### config.mk
export PLATFORM = sky130hd
export DESIGN_NAME = scrw_counts
export DESIGN_NICKNAME = d
export VERILOG_FILES = /design/src/smallest_covering_range_window_core_macros.svh /design/src/scrw_pkg.sv /design/src/scrw_counts.sv
export SDC_FILE = /design/constraint.sdc
export NUM_CORES = 1
export LEC_CHECK = 0
export BUFFER_PORTS_ARGS = -buffer_cell sky130_fd_sc_hd__buf_4
export CORE_ASPECT_RATIO = 0.8
export CORE_MARGIN = 2
export CORE_UTILIZATION = 35
export DETAILED_ROUTE_END_ITERATION = 10
export SLEW_MARGIN = 20
export SYNTH_ARGS = -nofsm -noshare
export SYNTH_HDL_FRONTEND = slang
export SYNTH_SLANG_ARGS = --single-unit
### constraint.sdc
create_clock -name clk -period 2.2 [get_ports clk]
set_clock_uncertainty 0.1 [all_clocks]
set_input_delay 0.11 -clock clk [delete_from_list [all_inputs] [get_ports clk]]
set_output_delay 0.11 -clock clk [all_outputs]
set_load 0.01 [all_outputs]
### src/smallest_covering_range_window_core_macros.svh
// Assertion macros shared by the smallest covering range window RTL.
`ifndef SMALLEST_COVERING_RANGE_WINDOW_CORE_MACROS_SVH
`define SMALLEST_COVERING_RANGE_WINDOW_CORE_MACROS_SVH

// Check a condition at every clock edge outside reset.
`define SCRW_ASSERT_ALWAYS(label, cond, msg) \
  label: assert property (@(posedge clk) disable iff (rst) (cond)) else $error(msg);

// Check that a consequent holds in the same cycle as its antecedent.
`define SCRW_ASSERT_IMPLY(label, ante, cons, msg) \
  label: assert property (@(posedge clk) disable iff (rst) (ante) |-> (cons)) else $error(msg);

// Check that a consequent holds in the cycle after its antecedent.
`define SCRW_ASSERT_NEXT(label, ante, cons, msg) \
  label: assert property (@(posedge clk) disable iff (rst) (ante) |=> (cons)) else $error(msg);

`endif

### src/scrw_pkg.sv
// Constants and types for the smallest covering range window block.
package scrw_pkg;

  localparam int MAX_LISTS    = 16;
  localparam int WINDOW_DEPTH = 1024;

  localparam int VALUE_W = 32;
  localparam int LIST_W  = 4;
  localparam int TOTAL_W = 5;
  localparam int PTR_W   = $clog2(WINDOW_DEPTH);
  localparam int FILL_W  = $clog2(WINDOW_DEPTH + 1);
  localparam int COUNT_W = FILL_W;
  localparam int SPAN_W  = VALUE_W + 2;

  // Best length before any covering window: 33 ones, positive in SPAN_W bits.
  localparam logic signed [SPAN_W-1:0] LEN_INIT = {1'b0, {(SPAN_W-1){1'b1}}};

  typedef struct packed {
    logic [VALUE_W-1:0] value;
    logic [LIST_W-1:0]  list_id;
  } ring_entry_t;

  typedef struct packed {
    logic               clear;
    logic               rd_en;
    logic [LIST_W-1:0]  rd_addr;
    logic               wr_en;
    logic [LIST_W-1:0]  wr_addr;
    logic [COUNT_W-1:0] wr_data;
  } cnt_req_t;

endpackage

### src/scrw_counts.sv
// Per-list count store: synchronous memory with valid bits that clear every entry at once.
module scrw_counts import scrw_pkg::*; (
  input  logic               clk,
  input  logic               rst,
  input  cnt_req_t           req,
  output logic [COUNT_W-1:0] rd_data
);

  logic [COUNT_W-1:0]   mem [MAX_LISTS];
  logic [MAX_LISTS-1:0] valid;
  logic [COUNT_W-1:0]   rd_raw;
  logic                 rd_valid;

  always_ff @(posedge clk) begin
    if (req.wr_en) begin
      mem[req.wr_addr] <= req.wr_data;
    end
    if (req.rd_en) begin
      rd_raw <= mem[req.rd_addr];
    end
  end

  // An entry never written since the last clear reads as zero.
  always_ff @(posedge clk) begin
    if (rst || req.clear) begin
      valid <= '0;
    end else if (req.wr_en) begin
      valid[req.wr_addr] <= 1'b1;
    end
  end

  always_ff @(posedge clk) begin
    if (rst) begin
      rd_valid <= 1'b0;
    end else if (req.rd_en) begin
      rd_valid <= valid[req.rd_addr];
    end
  end

  assign rd_data = rd_valid ? rd_raw : '0;

endmodule

* Word-level counts from Yosys, hierarchy flattened
Memories as Yosys holds them, arrays and structs flattened. A register that Yosys moved wholly into a read port is not among the register bits. Index checks and enable logic that the tools add are counted.
Storage, ports and cells: bits in registers 17, RAM bits 176, input bits 24, output and inout bits 11, word-level logic and storage cells 16, memories 1
Operators by class: magnitude comparators 3, multiplexer cells 7, bitwise operators 1, reduce and logical (&&, ||, !) cells 2
Memories:
- mem | words 16, bits a word 11, read ports 1, clocked after Yosys merged registers in 1, write ports 1, RTL line scrw_counts.sv:9 | logic [COUNT_W-1:0] mem [MAX_LISTS];
Operators with widths (number):
- 16-bit bitwise OR | 1
- 11-bit 2-to-1 mux | 1
- 4-bit by 5-bit less-than comparator with 1-bit output, second input constant | 2
- 1-bit binary-select mux with 4-bit select | 1
- 1-bit demux with 4-bit select | 1
- 4-bit by 1-bit >= comparator with 1-bit output, second input constant | 1
- 1-bit 2-to-1 mux | 4
- 1-bit logical AND | 1
- 1-bit logical OR | 1

* Depth between registers and ports, before layout
Gate-level depths: netlist (run 1).
depth in word-level cells 5, depth in mapped cells 6

* Worst setup path after synthesis (run 1)
Ideal clock, no wire load.
path kind in2reg, start point in req[13] (netlist bit), end point mem mem[0][0] (netlist bit) (enable), data arrival time 1.471 ns, slack 0.233 ns, stages on the path 2, path buffers 0, cell sequence or3b_2 -> nor3_1
RTL lines:
- start: declaration | RTL line scrw_counts.sv:5 | input cnt_req_t req,
- end: declaration | RTL line scrw_counts.sv:9
Straight into the memory's write port.

* Final worst setup path (run 1)
start point reg rd_valid, end point out rd_data[8]
On the way: longest elaborated chain between the ends 1
Ends and longest elaborated chain:
- start: declaration | RTL line scrw_counts.sv:12 | logic rd_valid;
- start signal: assignment | RTL line scrw_counts.sv:36 | rd_valid <= valid[req.rd_addr];
- 11-bit 2-to-1 mux | RTL line scrw_counts.sv:40 | assign rd_data = rd_valid ? rd_raw : '0;
- end: declaration | RTL line scrw_counts.sv:6 | output logic [COUNT_W-1:0] rd_data
Every way passes these cells.

==> impl_metrics.py, run 1 <==
metrics = {
    "clock_network": {
        "cts-root-buf": "clkbuf_16",
        "clock_path_buffers": 3,
        "ctsHtreeMaxLevel": 1,
        "cts_resized": 0,
        "cts_buffers": 19,
        "cts_tree": "yes",
        "cts_setup_buffers": 0,
        "cts.sinks": 204,
        "clk_pin_slew_worst_paths_ns": 0.06,
        "hold_buffers": 14,
        "insertion_delay_ns": 0.47,
    },
    "yosys": {
        "synth_ff_type": "edfxtp_1",
        "synthXorXnorAreaFrac_pct": 0,
        "yosysTopAreaCellShare_pct": 72.2,
        "async_flop_share_pct": 0,
        "syn_inst": 342,
        "synth.cell_area_mm2": 0.00777,
        "syn_nets": 366,
        "synthDistinctLibCells": 22,
        "yosys_warnings": 0,
        "ys_ff_latch": 204,
        "syn_avg_cell_area_um2": 22.7,
        "yosys.area.top_type": "edfxtp_1",
        "synth-edff-count": 187,
        "synth_mux_area_share_pct": 17.4,
        "synth_compound_area_share_pct": 1.96,
        "synth_top_family_by_area": "multiplexers",
        "synthAdderAreaFrac_pct": 0,
        "synth_area_leaders": "edfxtp_1 72%, mux4_2 14%, dfxtp_1 4.4%, mux4_1 2.4%, o21a_1 1.5%",
        "ys_seq_area_share_pct": 76.6,
        "synthSimpleGateAreaFrac_pct": 2.83,
    },
    "global_routing": {
        "grt_pass1_vias": 3748,
        "overflow": 0,
        "grt_max_degree": 47,
        "grt_pass1_wl_um": 24400,
        "grt_usage_pct": 14.7,
        "antenna_found_initial": 0,
    },
    "routing": {
        "drt_iter0_markers": 309,
        "dr_total_vias": 3693,
        "wl_per_cell_um": 22.5,
        "wl_um": 16600,
        "dr.pass1.iters": 4,
        "antenna_left": 0,
        "via_per_inst": 5.02,
        "drc": 0,
    },
    "worst_setup_path": {
        "worst-path-max-fanout": 12,
        "worstSetupPathType": "flop to output port",
        "arrival_ns": 1.51,
        "path_cells": "and2_1 > buf_4",
        "cp_slowest_cell": "dfxtp_1",
        "r2r_slack_ns": 0.51,
        "timing.rr.end": "rd_raw[5]",
        "timing.rr.start": "mem[7][5]",
        "cp-startpoint": "rd_valid",
        "startpoint_type": "flop",
        "max_stage_delay_ns": 0.67,
        "r2r_cells": 2,
        "crit_path_end_kind": "output port",
        "required_ns": 1.99,
    },
    "die": {
        "die_y_um": 137,
        "io_pins": 35,
        "die-area_mm2": 0.0234,
        "die-width_um": 171,
        "rows": 48,
        "start_util_pct": 35.8,
        "core_area_mm2": 0.0217,
    },
    "power_and_ir_drop": {
        "power.leakage_nw": 3.03,
        "power_switching_mw": 1.53,
        "power_frac_comb_pct": 5.4,
        "pwr-share-clk_pct": 38.6,
        "p_int_mw": 6.24,
        "switching_share_pct": 19.7,
        "power.density_mw_per_mm2": 839,
        "max-vdd-ir-drop_uv": 479,
        "seqPwrFrac_pct": 56.0,
    },
    "sta": {
        "tns_ns": 0,
        "hold_viol": 0,
        "fin_crit_sh_pct": 78.0,
        "max_freq_ghz": 0.583,
        "slew_headroom_pct": 51.8,
        "final-setup-viol-count": 0,
        "min_period_ns": 1.72,
        "max_slew.worst_pin.slew_ns": 0.723,
        "finalMaxSlewViolations": 0,
        "worst_hold_slack_ns": 0.0626,
        "rsz0062_at_grt": "false",
    },
    "hold_path": {
        "hold_depth": 3,
        "hold_start": "req[12]",
        "hold_path_class": "input port to flop",
        "whs_endpoint": "mem[8][10]",
    },
    "cells_and_area": {
        "multi_input_area_mm2": 0.00174,
        "fin_cells": 736,
        "antenna_cells": 0,
        "final_nets": 448,
        "layout_commonest_cell": "edfxtp_1",
        "drive_gt1_share_pct": 32.3,
        "n_fill_cell": 1867,
        "layout_common_cells": "187 x edfxtp_1, 60 x buf_4, 50 x mux4_2",
        "seq_area_mm2": 0.00596,
        "area_growth_pct": 19.2,
    },
    "placed_design": {
        "gp_congestion": 0.716,
        "io_buffers": 34,
        "dpl.cell_count": 689,
        "hpwlAfterDp_um": 9840,
    },
    "run": {
        "drv_cap": 0,
    },
    "status": {
        "status": "finished, final reports clean",
    },
}
[synthesized netlist by cell type (3+ instances only)]
cell      count
o21a_1       16
nand3b_1      3
clkbuf_1      8
buf_6         3
edfxtp_1    187
mux2i_1       4
nor2_1       16
buf_2         3
dfxtp_1      17
mux4_1        7
and2_1       11
mux4_2       50
nor3_1        4
[logic make-up (layout without fill, tap and decap cells)]
logic type,after synthesis,after routing
buf+inv,15,109
flops,204,204
mux,61,61
compound gates,20,20
simple gates,42,42
[flip-flops by register name, indices dropped and copies added (netlist names)]
| register | flops |
|---|---|
| rd_raw | 11 |
| rd_valid | 1 |
| valid | 16 |
| mem | 176 |
[critical path: cells and delay by family, from the launching register on]
family | cells | cell delay, ns
flops | 1 | 0.67
simple gates | 1 | 0.24
buf+inv | 1 | 0.13
[through the flow]
stage | cell area (um^2) | util (%) | setup slack, ns | total power [mW]
floorplan | 7770 | - | 0.233 | 4.66
global placement | 8560 | 39.5 | 0.258 | 4.83
detailed placement | 8560 | 39.5 | 0.202 | 4.84
CTS | 9260 | 42.7 | 0.431 | 7.86
global route | 9260 | 42.7 | 0.418 | 8.04
finish | 9260 | 42.7 | 0.483 | 7.77
[cell type report]
cell class | instances | share of cell area (%)
clock buffer | 24 | 5.34
clock inverter | 9 | 0.689
timing repair buffer | 76 | 6.81
sequential | 204 | 64.3
tap | 300 | 4.05
multi-input combinational | 123 | 18.8
[per-layer routing]
layer / vias up / wire length, um / global-route usage, %
li1: 1607 / - / -
met1: 1986 / 7530 / 20.5
met2: 76 / 8110 / 24.9
met3: 24 / 689 / 2.24
met4: 0 / 237 / 2.61
met5: - / 0 / 0
[worst max path at each step]
stage / endpoint
after floorplan: mem[0][0]
after global placement: rd_raw[2]
after detailed placement: rd_raw[3]
after CTS: rd_data[6]
after global routing: rd_data[6]
final: rd_data[8]
[power by group through the flow]
stage	Clock, mW	Combinational [mW]	Sequential (mW)
after floorplan	0	0.235	4.42
after global placement	0	0.400	4.43
after detailed placement	0	0.410	4.43
after CTS	3.07	0.431	4.35
after global routing	3.22	0.457	4.35
final	3.00	0.422	4.35
No activity file was read; power rests on OpenSTA's default activity.
==> run 2, diff against run 1 <==
==> constraint.sdc (replaced) <==
create_clock -name clk -period 1.45 [get_ports clk]
set_clock_uncertainty 0.1 [all_clocks]
set_input_delay 0.0725 -clock clk [delete_from_list [all_inputs] [get_ports clk]]
set_output_delay 0.0725 -clock clk [all_outputs]
set_load 0.01 [all_outputs]
==> impl_metrics.py, run 2 (same netlist as run 1, synthesis figures left out) <==
metrics = {
    "power_and_ir_drop": {
        "power.leakage_nw": 3.12,
        "max-vdd-ir-drop_uv": 934,
        "power.density_mw_per_mm2": 1240,
    },
    "routing": {
        "drc": 0,
        "routed.top_layer": "met4",
        "antenna_left": 0,
        "dr.pass1.iters": 4,
        "wl_per_cell_um": 22.7,
        "wl_met2_um": 8020,
        "wl_met1_um": 7280,
        "wl_um": 16800,
        "via_per_inst": 4.98,
        "dr_total_vias": 3690,
        "drt_iter0_markers": 317,
        "dr_wl_met3_um": 1270,
    },
    "worst_setup_path": {
        "worst-path-max-fanout": 1,
        "startpoint_type": "flop",
        "cp_top_family": "multiplexers",
        "worstSetupPathType": "flop to flop",
        "arrival_ns": 1.80,
        "required_ns": 1.56,
        "cpMostUsedCell": "mux4_2",
        "crit_path_end_kind": "flop",
        "path_cells": "mux4_2 > mux4_2",
        "crit_buf_inv": 0,
        "cp_slowest_cell": "mux4_2",
        "max_stage_delay_ns": 0.49,
    },
    "cells_and_area": {
        "largest_reg_flops": 176,
        "multi_input_area_mm2": 0.00175,
        "drive_gt1_share_pct": 38.3,
        "n_fill_cell": 1871,
        "layout_common_cells": "187 x edfxtp_1, 57 x mux4_2, 35 x buf_4",
        "seq_area_mm2": 0.00596,
        "regMostFlops": "mem",
        "final_core_util_pct": 44.4,
        "final_nets": 454,
        "finish.instance_area_mm2": 0.00962,
        "top_regs": "mem: 176 flops, valid: 16 flops, rd_raw: 11 flops",
        "layout_commonest_cell": "edfxtp_1",
        "antenna_cells": 0,
        "area_growth_pct": 23.8,
    },
    "placed_design": {
        "gp_congestion": 0.734,
        "placed_area_mm2": 0.00886,
        "io_buffers": 34,
        "place_ws_ns": -0.374,
        "hpwlAfterDp_um": 9940,
    },
    "clock_network": {
        "clock_path_buffers": 3,
        "cts_tree": "yes",
        "insertion_delay_ns": 0.49,
        "cts-root-buf": "clkbuf_16",
        "clk_pin_slew_worst_paths_ns": 0.06,
        "cts_buffers": 20,
        "cts_setup_buffers": 0,
        "cts.sinks": 204,
        "ctsHtreeMaxLevel": 1,
    },
    "die": {
        "die-area_mm2": 0.0234,
        "die_y_um": 137,
        "die-width_um": 171,
        "rows": 48,
        "start_util_pct": 35.8,
        "io_pins": 35,
        "core_area_mm2": 0.0217,
    },
    "sta": {
        "hold_viol": 1,
        "tns_ns": -2.43,
        "max_freq_ghz": 0.592,
        "setup_ws_ns": -0.239,
        "slew_headroom_pct": 76.1,
        "final-setup-viol-count": 11,
        "max_slew.worst_pin.slew_ns": 0.359,
        "fin_crit_sh_pct": 116,
        "min_period_ns": 1.69,
        "finalMaxSlewViolations": 0,
        "worst_hold_slack_ns": -0.0162,
        "rsz0062_at_grt": "true",
    },
    "hold_path": {
        "hold_path_class": "input port to flop",
    },
    "global_routing": {
        "grt_pass1_vias": 4054,
        "grt_usage_pct": 15.2,
        "antenna_found_initial": 0,
        "grt_pass1_wl_um": 25500,
        "grt_max_degree": 21,
        "overflow": 0,
    },
    "run": {
        "drv_cap": 0,
    },
    "status": {
        "status": "finished, violations left",
        "violations": "hold timing, setup timing",
    },
}
## run 2: cell count changes in the layout (fill, tap and decap cells not counted), sizes merged
cell,delta
buf,+6
dlygate4sd3,-1
bufinv,-1
clkinv,+1
## run 2: stage by stage
stage / power [mW] / cells / hold WS, ns
finish: 11.9 / 741 / -0.0162
global route: 12.4 / 741 / 0.0172
CTS: 12.1 / 741 / -0.0141
global placement: 7.39 / 695 / 0.266
floorplan: 7.08 / 342 / 0.0714
detailed placement: 7.42 / 695 / 0.275
## run 2: final cells by class
type	instances	share of cell area, %
flip-flops and latches	204	61.9
clock buffers	24	5.58
repair buffers	81	9.95
clock inverters	9	0.403
multi-input cells	123	18.2
well taps	300	3.90
## run 2: repair_timing
item,CTS,global route
hold buffers,13,0
resized for setup,9,17
setup endpoints to repair,22,19
hold endpoints to repair,193,0
## run 2: power breakdown
group	switching [mW]	leakage, nW	internal [mW]	total [mW]
Combinational	0.344	1.00	0.384	0.728
Clock	2.00	0.286	2.61	4.61
Sequential	0.0358	1.84	6.56	6.60
## run 2: path summary, 6_finish.rpt
kind | start | end | slack, ns | depth (start not counted)
max | mem[15][3] | rd_raw[3] | -0.24 | 2
min | rst | rd_valid | -0.02 | 5
max reg2reg | mem[15][3] | rd_raw[3] | -0.24 | 2
min reg2reg | valid[13] | valid[13] | 0.37 | 1
## run 2: layer usage
layer	global-route usage (%)	vias to the layer above
li1	-	1614
met1	22.0	1938
met2	24.6	115
met3	2.44	23
met4	3.13	0
met5	0	-
## run 2: worst reg2reg max path: stages, from the launching register on
cell	delay, ns
edfxtp_1	0.37
mux4_2	0.49
mux4_2	0.48
==> run 3, diff against run 2 <==
--- a/config.mk
+++ b/config.mk
@@ -10,6 +10,7 @@
 export CORE_MARGIN = 2
 export CORE_UTILIZATION = 35
 export DETAILED_ROUTE_END_ITERATION = 10
+export PLACE_DENSITY = 0.49
 export SLEW_MARGIN = 20
 export SYNTH_ARGS = -nofsm -noshare
 export SYNTH_HDL_FRONTEND = slang
==> constraint.sdc (replaced) <==
create_clock -name clk -period 1.5 [get_ports clk]
set_clock_uncertainty 0.1 [all_clocks]
set_input_delay 0.075 -clock clk [delete_from_list [all_inputs] [get_ports clk]]
set_output_delay 0.075 -clock clk [all_outputs]
set_load 0.01 [all_outputs]
==> impl_metrics.py, run 3 (same netlist as run 1, synthesis figures left out) <==
metrics = {
    "routing": {
        "wl_um": 17200,
        "drc": 0,
        "dr.pass1.iters": 6,
        "drt_iter0_markers": 285,
        "via_per_inst": 4.89,
        "antenna_left": 0,
        "wl_per_cell_um": 22.8,
        "dr_total_vias": 3675,
    },
    "clock_network": {
        "clk_pin_slew_worst_paths_ns": 0.06,
        "cts_tree": "yes",
        "cts-root-buf": "clkbuf_16",
        "cts.sinks": 204,
        "ctsHtreeMaxLevel": 1,
        "clock_path_buffers": 3,
        "cts_setup_buffers": 0,
        "insertion_delay_ns": 0.48,
        "cts_buffers": 21,
    },
    "cells_and_area": {
        "top_regs": "mem: 176 flops, valid: 16 flops, rd_raw: 11 flops",
        "largest_reg_flops": 176,
        "layout_commonest_cell": "edfxtp_1",
        "drive_gt1_share_pct": 38.4,
        "layout_common_cells": "187 x edfxtp_1, 56 x mux4_2, 43 x buf_4",
        "n_fill_cell": 1854,
        "regMostFlops": "mem",
        "final_nets": 462,
        "area_growth_pct": 25.0,
        "finish.instance_area_mm2": 0.00972,
        "antenna_cells": 0,
    },
    "power_and_ir_drop": {
        "power_frac_comb_pct": 6.3,
        "switching_share_pct": 20.3,
        "power_mw": 11.6,
        "power.leakage_nw": 3.18,
        "pwr-share-clk_pct": 38.9,
        "p_int_mw": 9.28,
        "seqPwrFrac_pct": 54.8,
        "power.density_mw_per_mm2": 1200,
        "max-vdd-ir-drop_uv": 639,
        "power_switching_mw": 2.36,
    },
    "worst_setup_path": {
        "max_stage_delay_ns": 0.51,
        "cpMostUsedCell": "mux4_2",
        "crit_path_end_kind": "flop",
        "worstSetupPathType": "flop to flop",
        "arrival_ns": 1.83,
        "startpoint_type": "flop",
        "worst-path-max-fanout": 1,
        "required_ns": 1.62,
        "path_cells": "mux4_2 > mux4_2",
        "cp_top_family": "multiplexers",
        "crit_buf_inv": 0,
        "cp_slowest_cell": "mux4_2",
    },
    "run": {
        "drv_cap": 0,
    },
    "global_routing": {
        "grt_usage_pct": 15.3,
        "grt_pass1_vias": 3842,
        "grt_max_degree": 22,
        "grt_pass1_wl_um": 25300,
        "overflow": 0,
        "antenna_found_initial": 0,
    },
    "sta": {
        "fin_crit_sh_pct": 114,
        "rsz0062_at_grt": "true",
        "slew_headroom_pct": 79.1,
        "setup_ws_ns": -0.208,
        "max_slew.worst_pin.slew_ns": 0.305,
        "finalMaxSlewViolations": 0,
        "final-setup-viol-count": 11,
        "min_period_ns": 1.71,
        "hold_viol": 0,
        "max_freq_ghz": 0.585,
    },
    "die": {
        "die_y_um": 137,
        "die-area_mm2": 0.0234,
        "die-width_um": 171,
        "io_pins": 35,
        "start_util_pct": 35.8,
        "core_area_mm2": 0.0217,
        "rows": 48,
    },
    "placed_design": {
        "placed_area_mm2": 0.00893,
        "gp_congestion": 0.725,
        "hpwlAfterDp_um": 10300,
        "io_buffers": 34,
    },
    "status": {
        "status": "finished, violations left",
        "violations": "setup timing",
    },
    "hold_path": {
        "hold_path_class": "input port to flop",
    },
}
-- run 3: power groups by stage --
stage	Sequential (mW)	Clock, mW	Combinational (mW)
2_1_floorplan	6.48	0	0.361
3_3_place_gp	6.50	0	0.683
3_5_place_dp	6.50	0	0.700
4_1_cts	6.38	4.65	0.742
5_1_grt	6.39	4.90	0.788
6_report	6.38	4.53	0.729
-- run 3: metal layers --
metal | routed length, um | track usage [%] | vias up
met4 | 268 | 3.28 | 0
met1 | 8240 | 22.4 | 1949
met5 | 0 | 0 | -
li1 | - | - | 1637
met2 | 8000 | 24.2 | 68
met3 | 646 | 2.47 | 21
-- run 3: worst paths after layout --
| kind | start | endpoint | slack, ns | cells past startpoint |
|---|---|---|---|---|
| setup / recovery | mem[2][3] | rd_raw[3] | -0.21 | 2 |
| hold / removal | req[11] | mem[0][4] | 0.03 | 3 |
| setup reg to reg | mem[2][3] | rd_raw[3] | -0.21 | 2 |
| hold reg to reg | valid[15] | valid[15] | 0.36 | 1 |
-- run 3: final cells by class --
| cell class | instances | area, um^2 | area share, % |
|---|---|---|---|
| tap | 300 | 375 | 3.86 |
| clock inverter | 11 | 46.3 | 0.476 |
| multi-input combinational | 123 | 1770 | 18.2 |
| timing repair buffer | 88 | 1020 | 10.5 |
| clock buffer | 25 | 541 | 5.56 |
| sequential | 204 | 5960 | 61.3 |
-- run 3: metrics by stage --
stage / utilization [%] / setup TNS [ns] / cells / setup slack, ns / hold slack, ns
final: 44.8 / -1.90 / 751 / -0.208 / 0.0278
after global routing: 44.8 / -2.65 / 751 / -0.245 / 0.0265
after CTS: 44.7 / -2.13 / 751 / -0.204 / 0.0158
after floorplan: - / -1.59 / 342 / -0.146 / 0.0739
after global placement: 41.2 / -4.39 / 701 / -0.351 / 0.269
after detailed placement: 41.2 / -5.64 / 701 / -0.377 / 0.281
-- run 3: repair_timing --
item                       CTS  global route
resized for setup           17             5
hold endpoints to repair   193             0
setup endpoints to repair   22            19
hold buffers                14             0
-- run 3: worst register-to-register path, cell delays in order, from the launching register on --
cell and delay, ns:
edfxtp_1 0.36, mux4_2 0.51, mux4_2 0.48
